<file path="src/sv/ssq_pkg.sv">
// Package for the stepper step sequencer: opcodes, register indexes,
// configuration struct, reset values and coil pattern tables.
// No dependencies.
package ssq_pkg;

    // Default width of the remaining-step counter.
    localparam int COUNT_WIDTH_DEF = 16;

    // Field widths fixed by the command and result formats.
    localparam int MOVE_WIDTH = 16;
    localparam int POS_WIDTH  = 16;
    localparam int REM_WIDTH  = 16;
    localparam int COIL_WIDTH = 4;
    localparam int CFG_IDX_WIDTH  = 8;
    localparam int CFG_DATA_WIDTH = 16;

    // Command opcodes.
    typedef enum logic {
        OP_TICK = 1'b0,
        OP_MOVE = 1'b1
    } opcode_t;

    // Configuration register indexes.
    localparam logic [CFG_IDX_WIDTH-1:0] CFG_WIRE_MODE     = 8'd0;
    localparam logic [CFG_IDX_WIDTH-1:0] CFG_HALF_STEP     = 8'd1;
    localparam logic [CFG_IDX_WIDTH-1:0] CFG_STEPS_PER_REV = 8'd2;
    localparam logic [CFG_IDX_WIDTH-1:0] CFG_STEP_PERIOD   = 8'd3;

    // Configuration register reset values.
    localparam logic                 WIRE_MODE_RST     = 1'b1;
    localparam logic                 HALF_STEP_RST     = 1'b0;
    localparam logic [POS_WIDTH-1:0] STEPS_PER_REV_RST = 16'd200;
    localparam logic [POS_WIDTH-1:0] STEP_PERIOD_RST   = 16'hFFFF;

    // Configuration as seen by the step logic.
    typedef struct packed {
        logic                 wire_mode;
        logic                 half_step;
        logic [POS_WIDTH-1:0] steps_per_rev;
        logic [POS_WIDTH-1:0] step_period;
    } cfg_t;

    // Four-wire full-step pattern.
    function automatic logic [COIL_WIDTH-1:0] full_coil(input logic [1:0] idx);
        logic [COIL_WIDTH-1:0] pat;
        unique case (idx)
            2'd0: pat = 4'h5;
            2'd1: pat = 4'h6;
            2'd2: pat = 4'hA;
            2'd3: pat = 4'h9;
        endcase
        return pat;
    endfunction

    // Four-wire half-step pattern.
    function automatic logic [COIL_WIDTH-1:0] half_coil(input logic [2:0] idx);
        logic [COIL_WIDTH-1:0] pat;
        unique case (idx)
            3'd0: pat = 4'h5;
            3'd1: pat = 4'h4;
            3'd2: pat = 4'h6;
            3'd3: pat = 4'h2;
            3'd4: pat = 4'hA;
            3'd5: pat = 4'h8;
            3'd6: pat = 4'h9;
            3'd7: pat = 4'h1;
        endcase
        return pat;
    endfunction

    // Two-wire pattern on bits 0 and 1.
    function automatic logic [COIL_WIDTH-1:0] two_coil(input logic [1:0] idx);
        logic [COIL_WIDTH-1:0] pat;
        unique case (idx)
            2'd0: pat = 4'h2;
            2'd1: pat = 4'h3;
            2'd2: pat = 4'h1;
            2'd3: pat = 4'h0;
        endcase
        return pat;
    endfunction

endpackage

</file>
<file path="src/sv/ssq_if.sv">
// Channel interfaces of the stepper step sequencer: command, result and
// configuration write. Depends on ssq_pkg.
interface ssq_cmd_if;
    import ssq_pkg::*;
    logic                         valid;
    logic                         ready;
    logic                         opcode;
    logic signed [MOVE_WIDTH-1:0] move_steps;

    modport source (output valid, opcode, move_steps, input ready);
    modport sink   (input valid, opcode, move_steps, output ready);
endinterface

interface ssq_res_if;
    import ssq_pkg::*;
    logic                  valid;
    logic                  ready;
    logic [COIL_WIDTH-1:0] coils;
    logic [REM_WIDTH-1:0]  steps_remaining;
    logic                  step_taken;

    modport source (output valid, coils, steps_remaining, step_taken, input ready);
    modport sink   (input valid, coils, steps_remaining, step_taken, output ready);
endinterface

interface ssq_cfg_if;
    import ssq_pkg::*;
    logic                      valid;
    logic                      ready;
    logic [CFG_IDX_WIDTH-1:0]  index;
    logic [CFG_DATA_WIDTH-1:0] data;

    modport source (output valid, index, data, input ready);
    modport sink   (input valid, index, data, output ready);
endinterface

</file>
<file path="src/sv/stepper_step_sequencer.sv">
// Stepper step sequencer top level: command register, motor state, result
// register. Depends on ssq_pkg, ssq_if, ssq_cfg_regs and ssq_step_logic.
//
// The sequencer takes one command transaction per clock cycle while its
// results are taken, and returns one result transaction for each, in order.
// A command passes through an input register, where the step logic works
// out the next motor state combinationally, and lands in the result
// register together with the new motor state once the result register is
// free or drained; those two registers lie between a command and its
// result, and the combinational update keeps that rate while results flow.
// While the result register is full and not taken the command side keeps
// taking one more command, then holds ready low. Configuration writes take
// effect on the next cycle and are meant to be issued while no command is
// in flight.
module stepper_step_sequencer
    import ssq_pkg::*;
#(
    parameter int COUNT_WIDTH = COUNT_WIDTH_DEF
)
(
    input  logic      clk,
    input  logic      rst_n,
    ssq_cmd_if.sink   cmd,
    ssq_res_if.source res,
    ssq_cfg_if.sink   cfg
);

    cfg_t cfg_cur;

    // Command register.
    logic                         cmd_valid_reg;
    logic                         cmd_opcode_reg;
    logic signed [MOVE_WIDTH-1:0] cmd_move_reg;

    // Motor state.
    logic [POS_WIDTH-1:0]   tick_count_reg;
    logic [POS_WIDTH-1:0]   position_reg;
    logic [COUNT_WIDTH-1:0] steps_left_reg;
    logic                   forward_reg;
    logic [COIL_WIDTH-1:0]  coil_pattern_reg;
    logic [POS_WIDTH-1:0]   tick_count_next;
    logic [POS_WIDTH-1:0]   position_next;
    logic [COUNT_WIDTH-1:0] steps_left_next;
    logic                   forward_next;
    logic [COIL_WIDTH-1:0]  coil_pattern_next;
    logic                   step_taken_next;

    // Result register.
    logic                  res_valid_reg;
    logic [COIL_WIDTH-1:0] res_coils_reg;
    logic [REM_WIDTH-1:0]  res_remaining_reg;
    logic                  res_taken_reg;

    logic advance;

    ssq_cfg_regs u_cfg_regs (
        .clk     (clk),
        .rst_n   (rst_n),
        .cfg     (cfg),
        .cfg_out (cfg_cur)
    );

    ssq_step_logic #(
        .COUNT_WIDTH (COUNT_WIDTH)
    ) u_step_logic (
        .cfg               (cfg_cur),
        .opcode            (cmd_opcode_reg),
        .move_steps        (cmd_move_reg),
        .tick_count        (tick_count_reg),
        .position          (position_reg),
        .steps_left        (steps_left_reg),
        .forward           (forward_reg),
        .coil_pattern      (coil_pattern_reg),
        .tick_count_next   (tick_count_next),
        .position_next     (position_next),
        .steps_left_next   (steps_left_next),
        .forward_next      (forward_next),
        .coil_pattern_next (coil_pattern_next),
        .step_taken        (step_taken_next)
    );

    // The registered command moves on when the result register is free or drained.
    assign advance   = cmd_valid_reg && (!res_valid_reg || res.ready);
    assign cmd.ready = !cmd_valid_reg || advance;

    assign res.valid           = res_valid_reg;
    assign res.coils           = res_coils_reg;
    assign res.steps_remaining = res_remaining_reg;
    assign res.step_taken      = res_taken_reg;

    // Control state and motor state.
    always_ff @(posedge clk or negedge rst_n)
    begin
        if (!rst_n)
        begin
            cmd_valid_reg    <= 1'b0;
            res_valid_reg    <= 1'b0;
            tick_count_reg   <= '0;
            position_reg     <= '0;
            steps_left_reg   <= '0;
            forward_reg      <= 1'b0;
            coil_pattern_reg <= '0;
        end
        else
        begin
            if (cmd.ready)
                cmd_valid_reg <= cmd.valid;
            if (advance)
                res_valid_reg <= 1'b1;
            else if (res.ready)
                res_valid_reg <= 1'b0;
            if (advance)
            begin
                tick_count_reg   <= tick_count_next;
                position_reg     <= position_next;
                steps_left_reg   <= steps_left_next;
                forward_reg      <= forward_next;
                coil_pattern_reg <= coil_pattern_next;
            end
        end
    end

    // Payload registers.
    always_ff @(posedge clk)
    begin
        if (cmd.ready && cmd.valid)
        begin
            cmd_opcode_reg <= cmd.opcode;
            cmd_move_reg   <= cmd.move_steps;
        end
        if (advance)
        begin
            res_coils_reg     <= coil_pattern_next;
            res_remaining_reg <= REM_WIDTH'(steps_left_next);
            res_taken_reg     <= step_taken_next;
        end
    end

endmodule

</file>
<file path="src/sv/ssq_cfg_regs.sv">
// Configuration register file of the stepper step sequencer.
// Depends on ssq_pkg and ssq_cfg_if.
module ssq_cfg_regs
    import ssq_pkg::*;
(
    input  logic      clk,
    input  logic      rst_n,
    ssq_cfg_if.sink   cfg,
    output cfg_t      cfg_out
);

    cfg_t cfg_reg;
    cfg_t cfg_next;

    // Writes are always taken.
    assign cfg.ready = 1'b1;
    assign cfg_out   = cfg_reg;

    // Decode a write transaction; unknown indexes are dropped.
    always_comb
    begin
        cfg_next = cfg_reg;
        if (cfg.valid)
        begin
            unique case (cfg.index)
                CFG_WIRE_MODE:     cfg_next.wire_mode     = cfg.data[0];
                CFG_HALF_STEP:     cfg_next.half_step     = cfg.data[0];
                CFG_STEPS_PER_REV: cfg_next.steps_per_rev = cfg.data[POS_WIDTH-1:0];
                CFG_STEP_PERIOD:   cfg_next.step_period   = cfg.data[POS_WIDTH-1:0];
                default:           cfg_next = cfg_reg;
            endcase
        end
    end

    always_ff @(posedge clk or negedge rst_n)
    begin
        if (!rst_n)
        begin
            cfg_reg.wire_mode     <= WIRE_MODE_RST;
            cfg_reg.half_step     <= HALF_STEP_RST;
            cfg_reg.steps_per_rev <= STEPS_PER_REV_RST;
            cfg_reg.step_period   <= STEP_PERIOD_RST;
        end
        else
        begin
            cfg_reg <= cfg_next;
        end
    end

endmodule

</file>
<file path="src/sv/ssq_step_logic.sv">
// Combinational next-state logic of the stepper step sequencer: move
// decoding, period counting, position wrap and coil lookup. Depends on ssq_pkg.
module ssq_step_logic
    import ssq_pkg::*;
#(
    parameter int COUNT_WIDTH = COUNT_WIDTH_DEF
)
(
    input  cfg_t                         cfg,
    input  logic                         opcode,
    input  logic signed [MOVE_WIDTH-1:0] move_steps,
    input  logic [POS_WIDTH-1:0]         tick_count,
    input  logic [POS_WIDTH-1:0]         position,
    input  logic [COUNT_WIDTH-1:0]       steps_left,
    input  logic                         forward,
    input  logic [COIL_WIDTH-1:0]        coil_pattern,
    output logic [POS_WIDTH-1:0]         tick_count_next,
    output logic [POS_WIDTH-1:0]         position_next,
    output logic [COUNT_WIDTH-1:0]       steps_left_next,
    output logic                         forward_next,
    output logic [COIL_WIDTH-1:0]        coil_pattern_next,
    output logic                         step_taken
);

    logic [MOVE_WIDTH:0]   mag;
    logic [MOVE_WIDTH+1:0] mag_scaled;
    logic                  mag_sat;
    logic [COUNT_WIDTH-1:0] move_count;
    logic                  period_end;
    logic [POS_WIDTH:0]    pos_inc;
    logic [POS_WIDTH-1:0]  pos_fwd;
    logic [POS_WIDTH-1:0]  pos_base;
    logic [POS_WIDTH-1:0]  pos_step;
    logic [2:0]            coil_idx;
    logic [COIL_WIDTH-1:0] coil_step;

    // Magnitude of the move count, doubled in half-step mode, saturated.
    always_comb
    begin
        if (move_steps[MOVE_WIDTH-1])
            mag = (MOVE_WIDTH+1)'(1 << MOVE_WIDTH) - {1'b0, move_steps};
        else
            mag = {1'b0, move_steps};
        mag_scaled = cfg.half_step ? {mag, 1'b0} : {1'b0, mag};
        if (COUNT_WIDTH < MOVE_WIDTH + 2)
            mag_sat = (mag_scaled >> COUNT_WIDTH) != '0;
        else
            mag_sat = 1'b0;
        move_count = mag_sat ? '1 : COUNT_WIDTH'(mag_scaled);
    end

    // Position after one step; a zero revolution length wraps at 16 bits.
    always_comb
    begin
        pos_inc = {1'b0, position} + (POS_WIDTH+1)'(1);
        if ((cfg.steps_per_rev != '0) && (pos_inc[POS_WIDTH-1:0] >= cfg.steps_per_rev))
            pos_fwd = '0;
        else
            pos_fwd = pos_inc[POS_WIDTH-1:0];
        pos_base = (position == '0) ? cfg.steps_per_rev : position;
        pos_step = forward ? pos_fwd : (pos_base - POS_WIDTH'(1));
    end

    // Coil pattern for the new position; two-wire half-step upper indexes hold.
    always_comb
    begin
        coil_idx = cfg.half_step ? pos_step[2:0] : {1'b0, pos_step[1:0]};
        if (cfg.wire_mode)
            coil_step = cfg.half_step ? half_coil(coil_idx) : full_coil(coil_idx[1:0]);
        else if (!coil_idx[2])
            coil_step = two_coil(coil_idx[1:0]);
        else
            coil_step = coil_pattern;
    end

    assign period_end = (tick_count >= cfg.step_period);

    // Next state for a move command or a tick.
    always_comb
    begin
        tick_count_next   = tick_count;
        position_next     = position;
        steps_left_next   = steps_left;
        forward_next      = forward;
        coil_pattern_next = coil_pattern;
        step_taken        = 1'b0;
        unique case (opcode)
            OP_MOVE:
            begin
                steps_left_next = move_count;
                if (move_steps != '0)
                    forward_next = ~move_steps[MOVE_WIDTH-1];
            end
            OP_TICK:
            begin
                if (period_end)
                begin
                    tick_count_next = '0;
                    if (steps_left != '0)
                    begin
                        position_next     = pos_step;
                        steps_left_next   = steps_left - COUNT_WIDTH'(1);
                        coil_pattern_next = coil_step;
                        step_taken        = 1'b1;
                    end
                end
                else
                begin
                    tick_count_next = tick_count + POS_WIDTH'(1);
                end
            end
        endcase
    end

endmodule

</file>
<file path="src/flat_wrapper.sv">
// flat-port wrapper written by rule: the top's interface ports become plain ports
module stepper_step_sequencer_flat import ssq_pkg::*;
#(
    parameter int COUNT_WIDTH = COUNT_WIDTH_DEF
)
  (clk, rst_n, cmd_valid, cmd_opcode, cmd_move_steps, cmd_ready, res_valid, res_coils, res_steps_remaining, res_step_taken, res_ready, cfg_valid, cfg_index, cfg_data, cfg_ready);
  ssq_cmd_if cmd_i ();
  ssq_res_if res_i ();
  ssq_cfg_if cfg_i ();
  input  logic clk;
  input  logic rst_n;
  input wire logic [$bits(cmd_i.valid)-1:0] cmd_valid;
  input wire logic [$bits(cmd_i.opcode)-1:0] cmd_opcode;
  input wire logic [$bits(cmd_i.move_steps)-1:0] cmd_move_steps;
  output wire logic [$bits(cmd_i.ready)-1:0] cmd_ready;
  output wire logic [$bits(res_i.valid)-1:0] res_valid;
  output wire logic [$bits(res_i.coils)-1:0] res_coils;
  output wire logic [$bits(res_i.steps_remaining)-1:0] res_steps_remaining;
  output wire logic [$bits(res_i.step_taken)-1:0] res_step_taken;
  input wire logic [$bits(res_i.ready)-1:0] res_ready;
  input wire logic [$bits(cfg_i.valid)-1:0] cfg_valid;
  input wire logic [$bits(cfg_i.index)-1:0] cfg_index;
  input wire logic [$bits(cfg_i.data)-1:0] cfg_data;
  output wire logic [$bits(cfg_i.ready)-1:0] cfg_ready;
  assign cmd_i.valid = cmd_valid;
  assign cmd_i.opcode = cmd_opcode;
  assign cmd_i.move_steps = cmd_move_steps;
  assign cmd_ready = cmd_i.ready;
  assign res_valid = res_i.valid;
  assign res_coils = res_i.coils;
  assign res_steps_remaining = res_i.steps_remaining;
  assign res_step_taken = res_i.step_taken;
  assign res_i.ready = res_ready;
  assign cfg_i.valid = cfg_valid;
  assign cfg_i.index = cfg_index;
  assign cfg_i.data = cfg_data;
  assign cfg_ready = cfg_i.ready;
  stepper_step_sequencer #(.COUNT_WIDTH(COUNT_WIDTH)) u_core (.clk(clk), .rst_n(rst_n), .cmd(cmd_i), .res(res_i), .cfg(cfg_i));
endmodule
</file>
<file path="config.mk">
export PLATFORM = sky130hd
export DESIGN_NAME = stepper_step_sequencer_flat
export DESIGN_NICKNAME = d
export VERILOG_FILES = /design/src/sv/ssq_pkg.sv /design/src/sv/ssq_if.sv /design/src/sv/stepper_step_sequencer.sv /design/src/sv/ssq_cfg_regs.sv /design/src/sv/ssq_step_logic.sv /design/src/flat_wrapper.sv
export SDC_FILE = /design/constraint.sdc
export NUM_CORES = 1
export LEC_CHECK = 0
export ABC_CLOCK_PERIOD_IN_PS = 11500
export BUFFER_PORTS_ARGS = -buffer_cell sky130_fd_sc_hd__buf_2
export CAP_MARGIN = 20
export CORE_AREA = 10 10 143 145
export CTS_CLUSTER_SIZE = 28
export DETAILED_ROUTE_END_ITERATION = 7
export DIE_AREA = 0 0 153 155
export GPL_TIMING_DRIVEN = 0
export PLACE_DENSITY = 0.67
export SYNTH_ARGS = -nofsm -noshare
export SYNTH_HDL_FRONTEND = slang
export SYNTH_HIERARCHICAL = 1
export SYNTH_SLANG_ARGS = --single-unit
</file>
<file path="constraint.sdc">
create_clock -name clk -period 11.5 [get_ports clk]
set_input_delay 0 -clock clk [delete_from_list [all_inputs] [get_ports clk]]
set_output_delay 0 -clock clk [all_outputs]
set_load 0.05 [all_outputs]
</file>
# After elaboration in Yosys (flattened, before gate mapping)
# Memories as Yosys holds them, arrays and structs flattened.
# Cells that the tools add are included.
# op_classes
add_sub_neg	5
n_lt_le_gt_ge	2
eq_ne	6
n_mux	22
bitwise	3
n_reduce_logical	23
# ops
op	count
$mux 16	7
$reduce_bool 16->1	3
$add 16x1->16 const B	2
$ge 16x16->1	2
$pmux 16 s2	1
$pmux 4 s4	2
$sub 16x1->16 const B	2
$mux 4	6
$mux 18	1
$reduce_bool 18->1	1
$mux 17	1
$sub 17x16->17 const A	1
$eq 8x2->1 const B	2
$logic_not 16->1	1
$reduce_and 2->1	5
$eq 8x1->1 const B	1
$logic_not 8->1	1
$eq 2x2->1 const B	2
$reduce_and 4->1	1
$logic_and 1x1->1	3
$mux 1	3
$mux 3	1
$not 1->1	3
$reduce_and 3->1	1
other kinds (6)	8
# totals
regBits	127
mem_bits_ro	32
input_bits	46
memories	1
# memory_table
memory	words	word_bits	rd	rd_ports_with_merged_regs	write_ports	line_no	text
(name not given)	8	4	1	0	0	ssq_pkg.sv:58	unique case (idx)

# Logic depth before layout (Yosys ltp)
# Gate-level depths: netlist of run 1.
# depth
word_depth	13
depth_mapped	22
ltp_nobuf	19

# Hierarchy
# Netlist of run 1, hierarchy kept.
# modules_own_cells
mod	instances	cells_per_inst	area_per_inst_um2	seq_area_each_um2
ssq_step_logic	1	596	3771.1	0.0
stepper_step_sequencer	1	158	3409.5	2517.4
ssq_cfg_regs	1	79	1418.9	875.8

# Worst setup path after synthesis of run 1
# No wires, ideal clock.
# synth_timing
path_kind	register to register
start	reg u_core.position_reg[2]
end	reg u_core.coil_pattern_reg[0]
arrival_time_ps	4322
required_time_ps	11375
path_slack_ps	7053
path_stages_with_launch	21
path_buffers	3
cell_sequence	dfrtp_1 > clkbuf_1 > nand3_1 > or3_1 > nor2_1 > nand3_1 > xnor2_1 > ha_1 > and2_1 > a221o_1 > a21o_1 > o31ai_1 > buf_2 > nand2_1 > clkbuf_1 > o22a_1 > inv_1 > ha_1 > o31ai_1 > a211oi_1 > mux2_4
# synth_via
elab_chain_len	13
word_cells_on_any_way	22
# synth_rtl
element	line_no	text
from (decl)	stepper_step_sequencer.sv:37	logic [POS_WIDTH-1:0] position_reg;
from (signal assigned)	stepper_step_sequencer.sv:115	position_reg <= position_next;
$add 16x1->16	ssq_step_logic.sv:55	pos_inc = {1'b0, position} + (POS_WIDTH+1)'(1);
$ge 16x16->1	ssq_step_logic.sv:56	if ((cfg.steps_per_rev != '0) && (pos_inc[POS_WIDTH-1:0] >= cfg.steps_per_rev))
$logic_and 1x1->1	ssq_step_logic.sv:56	
$mux 16	ssq_step_logic.sv:56	
$mux 16 *	ssq_step_logic.sv:61	pos_step = forward ? pos_fwd : (pos_base - POS_WIDTH'(1));
$mux 3 *	ssq_step_logic.sv:67	coil_idx = cfg.half_step ? pos_step[2:0] : {1'b0, pos_step[1:0]};
$eq 2x2->1 (tied with other cells)	ssq_pkg.sv:46, ssq_pkg.sv:74	
$pmux 4 s4, on equally long branches	ssq_pkg.sv:74, ssq_pkg.sv:46	
$mux 4, on equally long branches	ssq_step_logic.sv:70, ssq_step_logic.sv:69	
$mux 4 *	ssq_step_logic.sv:68	if (cfg.wire_mode)
$mux 4 *	ssq_step_logic.sv:99	if (steps_left != '0)
$mux 4 *	ssq_step_logic.sv:96	if (period_end)
$mux 4 *	ssq_step_logic.sv:87	unique case (opcode)
named net u_core.coil_pattern_next[0]	stepper_step_sequencer.sv:45	logic [COIL_WIDTH-1:0] coil_pattern_next;
to (signal assigned)	stepper_step_sequencer.sv:118	coil_pattern_reg <= coil_pattern_next;
to (decl)	stepper_step_sequencer.sv:40	logic [COIL_WIDTH-1:0] coil_pattern_reg;
# The timed path passes the listed nets; every way through them passes the cells marked *. The select of a mux whose other input is x is not followed.
# A chain may end at the register's enable or synchronous reset.

# Final worst setup path of run 1
# Same ends and word-level chain as after synthesis.

==> results by stage, run 1 <==
CTS:
- After clock tree synthesis, the setup repair step added 0 buffers.
- Clock tree synthesis inserted a total of 17 buffers.
- Clock latency on the worst-skew pair, taken at its later pin, is 420 ps.
- The maximum level of the CTS H-tree is 4.
- The tree built by TritonCTS fans out to 127 sinks.
- Counting along the longest clock path gives a buffer depth of 2.
- The clock transition time at the flip-flop clock pins of the worst setup and hold paths is 60 ps.
- The clock tree from TritonCTS is done.
- The clock tree root driver cell is clkbuf_16.

Status:
- The flow ran to the end, and the final reports show no timing, DRC or antenna violations.

Job:
- The number of maximum-capacitance violations is 0.

Global routing:
- Global routing used between 20% and 30% of the available met1 tracks.
- The number of antenna violations at the first check in global routing is 0.
- The largest net degree at the start of global routing is 66.
- The met3 routing resource usage after global routing is 3.28%.
- The most congested layer reported by global routing is met2.
- In the global route stage, met2 resource usage came out at approximately 28%.
- Global routing consumed, over all layers together, 17.8% of the routing resources.
- The global-route wire length before repair is 34,600 um.
- The via count of the first global-routing pass is 6,646.
- Summed over all layers, the global routing overflow is 0.

Route:
- The wire length per cell after detailed routing is 18.0 um.
- The overall routed net length is 21,600 um.
- The first routing iteration left 619 violations.
- After detailed routing, the number of vias per cell comes to 5.74.
- The post-detailed-route count of antenna-violating nets is 0.
- The remaining design rule violation count is 0.
- The first detailed-routing pass took 5 iterations.
- The total via count after detailed routing is 6,893.

Placement:
- The HPWL after detailed placement is 15,700 um.
- The number of port buffers is 68.
- The pre-CTS setup slack is 5860 ps.
- Routability-driven placement finished with a final weighted congestion of 0.917.
- Summing all placed instances gives a cell area of 9260 sq um.

Setup path:
- The data required time of the worst path is ~12,000 ps.
- Traced cell by cell, the critical path runs through clkbuf_1 > nand3_1 > or3_1 > nor2_1 > nand3_1 > nor2_1 > xor2_1 > ha_1 > and4_1 > nand4_1 > o221ai_1 > o31ai_1 > buf_2 > nand2_1 > clkbuf_1 > o22a_1 > inv_1 > ha_1 > o211ai_1 > a21oi_1 > a211oi_1 > mux2_4.
- For the worst setup path, the data arrival time is 6170 ps.
- For this design, the slowest cell found on the critical path is or3_1.
- The critical path is of the register to register type.
- The critical path startpoint category is a register.
- Of all nets on the critical path, the largest fanout is 10.
- The critical path's top delay family is simple AND/OR/NAND/NOR gates.
- On the worst path, the slowest cell contributes a delay of 500 ps.
- The register-to-register path setup slack is between 5000 and 6000 ps.
- The worst setup path is captured at a register.
- The number of buffer and inverter instances along the worst setup path is 4.

Synth:
- The post-synthesis sequential area ratio is 39.5%.
- The number of synthesized flops with an enable pin is 38.
- After synthesis, the cell types taking the most area are dfrtp_1 (20%), edfxtp_1 (13%), mux2_4 (10%), dfstp_2 (6.1%), ha_1 (5.8%).
- The cell area after synthesis is 8600 sq um.
- Yosys mapped the design onto 83 distinct sky130hd cell types.
- The most frequent cell after synthesis is dfrtp_1.
- A synthesized cell averages 10.3 sq um.
- dfrtp_1 takes more of the synthesized area than any other cell.
- Ranked by instance count, the synthesized netlist is headed by dfrtp_1 (69), mux2_4 (59), nand2_1 (57).
- The async set-reset flop share out of synthesis is between 70% and 80%.
- Synthesis produced 833 cells.
- Yosys printed 6 warnings.
- The area share of the leading cell type in the synthesized netlist is 20.1%.
- The most used flip-flop cell after synthesis is dfrtp_1.
- The total of flip-flops plus latches after synthesis is 127.
- The number of nets in the synthesized netlist is 919.

Timing:
- The slew of the pin with the lowest slew margin is 909 ps.
- The share of the clock period used by the worst path after layout is 50.5%.
- The worst slew margin relative to its limit is slightly below 40%.
- The final setup violation count is 0.
- The worst path in the final design needs a cycle of 5800 ps, including I/O delays and setup.
- The number of hold violations in the final report is 0.
- The number of pins exceeding their max-slew limit in the final report is 0.
- The setup slack after layout is 5700 ps.
- On the final layout, the worst clock skew is roughly 6.5 ps.
- The final setup TNS is 0 ps.
- Setup repair after global routing left no endpoint under its margin.
- For this run, the top clock speed supported by timing is 172 MHz.

Floorplan:
- The initial core utilization is 48.7%.
- In this run the count of I/O pins placed on the die edge is 70.
- The placeable core area is 17,700 sq um.
- The die height is 155 um.
- The die span in x is 153 um.
- The area of the die is 23,700 sq um.
- Row generation in the floorplan step produced 49 rows.

Cells and area:
- Cells with a size suffix above 1 make up 25.1% of the layout.
- Summing all non-filler instances in the final layout gives an area of 10,200 sq um.
- The number of flip-flops in the largest register is 34.
- The count of fill cells added during filler insertion is 1,485.
- The number of nets at the end of the flow is 1,044.
- The post-synthesis to final-layout area growth is 19.0%.
- The antenna diode count is 0.

Min path:
- The tightest min-delay check is of the input port to register type.

Pwr:
- The total power after layout is 2.07 mW.
- The static leakage is 4.36 nW.
- Power spread over the standard cell area amounts to 202 nW/um^2.
- IR analysis of the VDD net gives a maximum drop of 119 uV.
[cells by family after synthesis]
kind of cell,synth area share (%)
xor gates and xnor gates,5.40
buffers and inverters,5.65
AOI/OAI and AO/OA,13.0
and+or+nand+nor,15.9
other,0.0436
muxes,14.7
DFF,39.5
adders and majority gates,5.82
[what timing repair did]
item,CTS,global route
resized for setup,0,0
hold endpoints to repair,123,0
hold buffers,37,0
[layout by cell type, fill, tap and decap left out, types with 38 or more instances in the layout]
cell type | netlist | final
buf_2 | 3 | 70
dfrtp_1 | 69 | 69
mux2_4 | 59 | 59
nand2_1 | 57 | 57
inv_1 | 54 | 54
nor2_1 | 50 | 50
o21ai_0 | 46 | 46
ha_1 | 40 | 40
a21oi_1 | 39 | 39
edfxtp_1 | 38 | 38
[worst paths after layout]
check,from,to,depth (start not counted)
min in group asynchronous,rst_n,u_core/position_reg[11],2
max in group asynchronous,rst_n,u_core/u_cfg_regs/cfg_out[19],3
hold / removal,cfg_index[0],u_core/u_cfg_regs/cfg_out[32],3
setup / recovery,u_core/position_reg[2],u_core/coil_pattern_reg[0],22
setup reg to reg,u_core/position_reg[2],u_core/coil_pattern_reg[0],22
hold reg to reg,u_core/position_reg[9],u_core/position_reg[9],1
[where the power goes]
group / switching [mW] / internal, mW
logic: 0.511 / 0.366
registers: 0.0806 / 0.557
clock network: 0.208 / 0.347
total: 0.800 / 1.27
[metal layers]
metal  wire, um  part of all wire [%]
met1       9620                    45
met2      10300                    48
met3       1220                   5.7
met4        460                   2.1
met5          0                     0
[worst reg2reg max path: cells and delay by family (launching register included)]
kind            cells  cell delay [ps]
simple gates        8             1950
mux                 1              200
flops               1              350
compound gates      6             1500
buf+inv             4              940
xor+xnor            1              260
fa+ha+maj           2              550
[area by class of cell]
cell class | instances | area, sq um | share of cell area (%)
Sequential cell | 127 | 3390 | 33.2
Inverter | 57 | 214 | 2.09
Multi-Input combinational cell | 606 | 4720 | 46.1
Buffer | 43 | 272 | 2.65
Clock buffer | 19 | 443 | 4.33
Clock inverter | 13 | 160 | 1.57
Tap cell | 229 | 287 | 2.80
Timing Repair Buffer | 106 | 741 | 7.24
[per-stage QoR]
step / util, % / hold WS, ps / std cells
floorplan: - / -296 / 833
global placement: 52.3 / 176 / 1130
detailed placement: 52.4 / -59.6 / 1131
CTS: 57.9 / 3.13 / 1200
global route: 57.9 / 27.6 / 1200
finish: 57.9 / 22.7 / 1200
(Power assumes the default switching activity.)
==> run 2: changes to the inputs <==
--- a/config.mk
+++ b/config.mk
@@ -5,7 +5,7 @@
 export SDC_FILE = /design/constraint.sdc
 export NUM_CORES = 1
 export LEC_CHECK = 0
-export ABC_CLOCK_PERIOD_IN_PS = 11500
+export ABC_CLOCK_PERIOD_IN_PS = 5800
 export BUFFER_PORTS_ARGS = -buffer_cell sky130_fd_sc_hd__buf_2
 export CAP_MARGIN = 20
 export CORE_AREA = 10 10 143 145
==> constraint.sdc (replaced) <==
create_clock -name clk -period 5.8 [get_ports clk]
set_input_delay 0 -clock clk [delete_from_list [all_inputs] [get_ports clk]]
set_output_delay 0 -clock clk [all_outputs]
set_load 0.05 [all_outputs]
==> results by stage, run 2 (synthesized netlist as in run 1, its figures left out) <==
Status:
- The flow ran to the end, and the final reports show no timing, DRC or antenna violations.

Setup path:
- The arrival time reported for the critical path endpoint is 5890 ps (-280 ps).
- The data required time of the worst path is 6160 ps (-5700 ps).
- STA classifies the critical path startpoint as a register.
- The maximum fanout along the worst path is 11 (+1).
- The capturing element type of the critical path is a register.
- By startpoint and endpoint, the worst setup path is classified as register to register.

Cells and area:
- The top cell types in the final layout, fill and taps aside, are buf_2 (70), dfrtp_1 (69), mux2_4 (59), nand2_1 (56), inv_1 (54).
- The antenna diode count is 0 (unchanged).
- The post-synthesis to final-layout area growth is 19.1% (about the same).
- The fraction of layout instances using a drive strength above 1 is 25.5% (+0.34 points).
- The final design utilization is 58.0% (about the same).
- The number of flip-flops in the largest register is 34 (unchanged).
- The final design instance area without fill is 10,200 sq um (about the same).
- The commonest non-fill, non-tap cell in the layout is buf_2.
- The number of standard cells in the final layout excluding fillers is 1,199 (-0.083%).
- The number of nets at the end of the flow is 1,043 (-0.096%).

CTS:
- The clock transition time at the flip-flop clock pins of the worst setup and hold paths is 60 ps (about the same).
- Clock tree synthesis selected as its root buffer the cell clkbuf_16.
- The clock latency on the worst-skew pair is 420 ps (about the same).
- The clock sink count is 127 (unchanged).
- The count of buffers added by post-CTS timing repair for setup was 0 (unchanged).
- The clock tree from TritonCTS is done.
- The maximum count of clock buffers along a single path is 2 (unchanged).
- The number of buffers added by the clock tree synthesis step is 17 (unchanged).
- The maximum level of the CTS H-tree came to 4 (unchanged).

Global routing:
- The global routing usage on met2 was 28.4% (unchanged).
- The number of antenna violations at the first check in global routing is 0 (unchanged).
- The remaining global-route overflow is 0 (unchanged).
- The met3 routing resource usage after global routing is 3.28% (unchanged).
- The via count of the first global-routing pass came to 6,646 (unchanged).
- The met1 usage in global routing is 23.3% (unchanged).
- The layer flagged by global routing as most heavily used is met2.
- The global-route total usage across every layer is 17.8% (unchanged).
- The global-route wire length before repair is 34,600 um (unchanged).
- The largest net degree at the start of global routing was 66 (unchanged).

Timing:
- The final setup violation count came to 0 (unchanged).
- The minimum period implied by the final worst setup slack is 5530 ps (-275 ps).
- The number of pins exceeding their max-slew limit in the final report is 0 (unchanged).
- The slew of the pin with the lowest slew margin is 899 ps (-10.3 ps).
- The achievable clock frequency was 181 MHz (+5.0%).
- The number of hold violations in the final report is 0 (unchanged).
- The share of the clock period used by the worst path after layout is 95.3% (+45 points).
- The setup slack after layout is 271 ps (-5420 ps).
- The worst slew margin relative to its limit was 40.0% (+0.69 points).
- The final setup TNS is 0 ps (unchanged).
- Setup repair after global routing left no endpoint under its margin.
- The setup clock skew after layout is 6.67 ps (+0.187 ps).

Floorplan:
- The die height is 155 um (unchanged).
- The die span in x is 153 um (unchanged).
- The site row count is 49 (unchanged).
- The initial core utilization is 48.7% (unchanged).
- The placeable core area came to 17,700 sq um (unchanged).
- The area of the die is 23,700 sq um (unchanged).
- The top-level I/O count is 70 (unchanged).

Route:
- The wire length per cell after detailed routing is 18.0 um (+0.26%).
- The first-pass iteration count of the detailed router is 5 (unchanged).
- The total via count after detailed routing was 6,881 (-0.17%).
- The overall routed net length is 21,600 um (+0.18%).
- The remaining design rule violation count was 0 (unchanged).
- The mean number of vias per cell is 5.74 (about the same).
- The count of routing violations after the opening detailed-route iteration is 626 (+1.1%).
- The post-detailed-route count of antenna-violating nets is 0 (unchanged).

Pwr:
- The switching share of total power is 38.7% (+0.063 points).
- The power density over the cells came to 401 nW/um^2 (+98%).
- The total net switching power is 1.59 mW (+99%).
- The sequential group share of total power was 30.8% (about the same).
- The internal power component was 2.52 mW (+98%).
- The portion of total power attributed to combinational logic is 42.5% (about the same).
- The static leakage is 4.36 nW (about the same).
- The maximum vdd drop is 233 uV (+96%).
- The part of the total power dissipated in the clock network is 26.7% (about the same).

Placement:
- The final RePlAce weighted congestion is 0.917 (unchanged).
- The placed standard-cell area came to 9260 sq um (unchanged).
- The count of placed standard cells including taps is 1,131 (unchanged).
- The HPWL after detailed placement is 15,700 um (unchanged).
- The pre-CTS setup slack was 155 ps (-5700 ps).
- The number of port buffers was 68 (unchanged).

Min path:
- The class of the worst hold path is input port to register.

Job:
- The number of maximum-capacitance violations came to 0 (unchanged).
run 2: cell count changes in the layout (fill, tap and decap cells not counted):
cell	delta
o31ai_1	-1
nand2_2	+1
nor4_1	-1
nor4_2	+1
clkbuf_1	-1
o31ai_2	+1
nand2_1	-1
run 2: layout make-up:
cell class	count	area, sq um
Tap cell	229	287
Fill cell	1484	7420
Clock buffer	19	443
Timing Repair Buffer	106	741
Clock inverter	13	160
Sequential cell	127	3390
Inverter	57	214
Multi-Input combinational cell	606	4730
Buffer	42	268
run 2: final timing paths:
kind | cells past startpoint | slack, ps | end | start
setup / recovery | 21 | 270 | u_core/coil_pattern_reg[0] | u_core/position_reg[2]
setup reg to reg | 21 | 270 | u_core/coil_pattern_reg[0] | u_core/position_reg[2]
hold / removal | 3 | 20 | u_core/u_cfg_regs/cfg_out[32] | cfg_index[0]
min in group asynchronous | 2 | 40 | u_core/position_reg[11] | rst_n
hold reg to reg | 1 | 500 | u_core/position_reg[9] | u_core/position_reg[9]
max in group asynchronous | 3 | 5080 | u_core/u_cfg_regs/cfg_out[1] | rst_n
run 2: what timing repair did:
action / in CTS / in global routing
endpoints found under the hold margin: 123 / 0
endpoints found under the setup margin: 0 / 6
hold buffers: 37 / 0
resized for setup: 0 / 3
run 2: per-stage QoR:
stage	hold slack (ps)	power, mW
final	24.6	4.11
after global routing	27.6	4.34
after CTS	3.13	4.10
after detailed placement	-59.6	2.96
after global placement	176	2.94
after floorplan	-296	2.53
run 2: critical path, stage by stage, from the launching register on:
cell,delay [ps]
dfrtp_1,350
clkbuf_1,230
nand3_1,190
or3_1,500
nor2_1,210
nand3_1,270
nor2_1,210
xor2_1,280
ha_1,300
and4_1,230
nand4_1,190
o221ai_1,200
o31ai_2,320
buf_2,340
nand2_2,220
o22a_1,310
inv_1,80
ha_1,260
o211ai_1,200
a21oi_1,80
a211oi_1,300
mux2_4,200
run 2: routing by layer:
layer	vias to the layer above	routed length, um
met5	-	0
met4	0	461
met3	38	1310
met2	247	10300
met1	3290	9590
li1	3306	-
run 2: power by group through the flow:
stage	logic [mW]	clock network, mW	registers, mW
after detailed placement	1.69	0	1.27
final	1.75	1.10	1.26
after global placement	1.67	0	1.27
after CTS	1.72	1.12	1.26
after floorplan	1.20	0	1.33
after global routing	1.89	1.16	1.29
==> run 3: changes to the inputs <==
--- a/config.mk
+++ b/config.mk
@@ -8,12 +8,13 @@
 export ABC_CLOCK_PERIOD_IN_PS = 5800
 export BUFFER_PORTS_ARGS = -buffer_cell sky130_fd_sc_hd__buf_2
 export CAP_MARGIN = 20
-export CORE_AREA = 10 10 143 145
+export CORE_AREA = 2 2 135 137
 export CTS_CLUSTER_SIZE = 28
 export DETAILED_ROUTE_END_ITERATION = 7
-export DIE_AREA = 0 0 153 155
+export DIE_AREA = 0 0 137 139
 export GPL_TIMING_DRIVEN = 0
 export PLACE_DENSITY = 0.67
+export SKIP_CTS_REPAIR_TIMING = 1
 export SYNTH_ARGS = -nofsm -noshare
 export SYNTH_HDL_FRONTEND = slang
 export SYNTH_HIERARCHICAL = 1
==> results by stage, run 3 (synthesized netlist as in run 1, its figures left out) <==
Status:
- The flow ran to the end, but the final reports show violations.
- The checks that failed: hold timing.

Placement:
- The final RePlAce weighted congestion is 0.904 (-1.4%).
- The number of port buffers is 68 (unchanged).
- The count of placed standard cells including taps is 1,131 (unchanged).
- The placed standard-cell area is 9260 sq um (unchanged).
- The HPWL after detailed placement is 15,100 um (-3.7%).

Timing:
- The setup clock skew after layout came to 10.4 ps (+3.70 ps).
- The number of pins exceeding their max-slew limit in the final report is 0 (unchanged).
- The number of hold violations in the final report is 1 (+1).
- The worst slew margin relative to its limit is 42.5% (+2.5 points).
- The slew of the pin with the lowest slew margin is 862 ps (-37.5 ps).
- The achievable clock frequency was 182 MHz (+0.57%).
- The share of the clock period used by the worst path after layout is 94.8% (-0.54 points).
- The minimum period implied by the final worst setup slack came to 5500 ps (-31.1 ps).
- The worst hold slack after final layout came to -9.07 ps (-33.6 ps).
- The final setup violation count came to 0 (unchanged).
- The final setup TNS is 0 ps (unchanged).

Route:
- The mean number of vias per cell is 5.67 (-1.1%).
- The count of routing violations after the opening detailed-route iteration was 588 (-6.1%).
- The overall routed net length is 21,200 um (-1.9%).
- The remaining design rule violation count came to 0 (unchanged).
- The first-pass iteration count of the detailed router came to 5 (unchanged).
- The total via count after detailed routing was 6,804 (-1.1%).
- The wire length per cell after detailed routing is 17.7 um (-1.9%).
- The post-detailed-route count of antenna-violating nets is 0 (unchanged).

Setup path:
- The maximum fanout along the worst path came to 11 (unchanged).
- STA classifies the critical path endpoint as a register.
- The arrival time reported for the critical path endpoint came to 5860 ps (-30 ps).
- The signal on the critical path passes through clkbuf_1 > nand3_1 > or3_1 > nor2_1 > nand3_1 > nor2_1 > xor2_1 > ha_1 > and4_1 > nand4_1 > o221ai_1 > o31ai_2 > clkbuf_4 > nand2_2 > o22a_1 > inv_1 > ha_1 > o211ai_1 > a21oi_1 > a211oi_1 > mux2_4.
- The data required time of the worst path is 6170 ps (about the same).
- The worst register-to-register path begins at u_core/position_reg[2].
- The critical path starts at u_core/position_reg[2].
- The cell type of the slowest stage on the worst timing path is or3_1.
- STA classifies the critical path startpoint as a register.
- The number of buffer and inverter instances along the worst setup path is 3 (unchanged).
- The critical path's top delay family is simple AND/OR/NAND/NOR gates.
- The highest cell delay on the worst timing path is 490 ps (about the same).
- The critical path is of the register to register type.

Floorplan:
- The top-level I/O count is 70 (unchanged).
- The die height is 139 um (-10%).
- The area of the die is 19,000 sq um (-20%).
- The placeable core area is 17,700 sq um (unchanged).
- The initial core utilization was 48.7% (unchanged).
- The die span in x is 137 um (-10%).
- The site row count came to 49 (unchanged).

Pwr:
- The part of the total power dissipated in the clock network is 27.1% (+0.4 points).
- The total net switching power came to 1.62 mW (+1.7%).
- The maximum vdd drop came to 246 uV (+5.9%).
- The static leakage was 4.38 nW (+0.51%).
- The power density over the cells came to 404 nW/um^2 (+0.55%).
- The sequential group share of total power was 30.5% (-0.3 points).
- The total power after layout came to 4.14 mW (+0.73%).
- The internal power component is 2.52 mW (about the same).
- The portion of total power attributed to combinational logic is 42.5% (about the same).
- The switching share of total power is 39.1% (+0.39 points).

CTS:
- The clock tree from TritonCTS is done.
- The number of buffers added by the clock tree synthesis step is 17 (unchanged).
- The root buffer cell chosen for the clock tree is clkbuf_16.
- The clock sink count is 127 (unchanged).
- The clock latency on the worst-skew pair is 430 ps (about the same).
- The clock transition time at the flip-flop clock pins of the worst setup and hold paths is 60 ps (about the same).
- The maximum count of clock buffers along a single path is 2 (unchanged).
- The maximum level of the CTS H-tree came to 4 (unchanged).

Job:
- The number of maximum-capacitance violations is 0 (unchanged).

Min path:
- The tightest min-delay check is of the input port to register type.
- The source of the worst hold timing path is cfg_index[7].

Cells and area:
- The fraction of layout instances using a drive strength above 1 is 26.0% (+0.52 points).
- Leaving out fill and tap cells, the most frequent cells in the layout are buf_2 (69), dfrtp_1 (69), mux2_4 (59), nand2_1 (56), inv_1 (54).
- The number of standard cells in the final layout excluding fillers is 1,199 (unchanged).
- The number of flip-flops in the largest register was 34 (unchanged).
- The post-synthesis to final-layout area growth is 19.3%.
- The final design utilization was 58.1% (+0.11 points).
- The final design instance area without fill is 10,300 sq um (+0.18%).
- The number of nets at the end of the flow is 1,043 (unchanged).
- The antenna diode count came to 0 (unchanged).
- The count of fill cells added during filler insertion is 1,494 (+0.67%).

Global routing:
- The remaining global-route overflow is 0 (unchanged).
- The global-route wire length before repair is 33,500 um (-3.2%).
- The via count of the first global-routing pass was 6,369 (-4.2%).
- The number of antenna violations at the first check in global routing is 0 (unchanged).
- The global-route total usage across every layer is 22.5% (+4.7 points).
- The largest net degree at the start of global routing is 66 (unchanged).
-- run 3: changes by cell type in the layout (fill, tap and decap cells not counted), sizes merged --
cell      change
buf           -1
inv           +3
clkinvlp      -3
clkinv        +2
clkbuf        -1
-- run 3: metal layers --
metal | global-route usage [%] | vias to the layer above | wire length, um
met3 | 4.42 | 32 | 1080
met1 | 31.6 | 3268 | 9650
met2 | 34.6 | 196 | 10000
met4 | 7.98 | 0 | 490
li1 | - | 3308 | -
met5 | 0 | - | 0
-- run 3: final timing paths --
path                            cells past startpoint  slack (ps)                       endpoint
worst max register to register                     21         300     u_core/coil_pattern_reg[0]
min in group asynchronous                           2          20        u_core/position_reg[11]
worst min-delay path                                4          -9  u_core/u_cfg_regs/cfg_out[33]
worst min register to register                      1         510        u_core/position_reg[10]
max in group asynchronous                           3        5080   u_core/u_cfg_regs/cfg_out[1]
worst max-delay path                               21         300     u_core/coil_pattern_reg[0]
-- run 3: power groups by stage --
stage,logic [mW],clock network [mW],registers [mW]
global route,1.92,1.18,1.29
detailed placement,1.68,0,1.27
CTS,1.69,1.14,1.26
finish,1.76,1.12,1.26
global placement,1.66,0,1.27
floorplan,1.20,0,1.33
-- run 3: worst min-delay path, stage by stage --
cell and delay, ps:
buf_2 90, nor4_2 50, nand3b_1 90, mux2_2 150
-- run 3: through the flow --
step / setup slack [ps] / hold slack (ps)
finish: 302 / -9.07
global route: -9.74 / 11.4
CTS: 21.7 / -519
detailed placement: 94.4 / -66.8
global placement: 149 / 177
floorplan: 1350 / -296
-- run 3: cell type report --
type / instances / area [sq um] / area share [%]
well taps: 229 / 287 / 2.79
flip-flops and latches: 127 / 3390 / 33.1
plain buffers: 42 / 270 / 2.63
inverters: 57 / 214 / 2.09
clock buffers: 17 / 425 / 4.15
multi-input cells: 606 / 4750 / 46.3
clock inverters: 15 / 181 / 1.77
repair buffers: 106 / 741 / 7.22
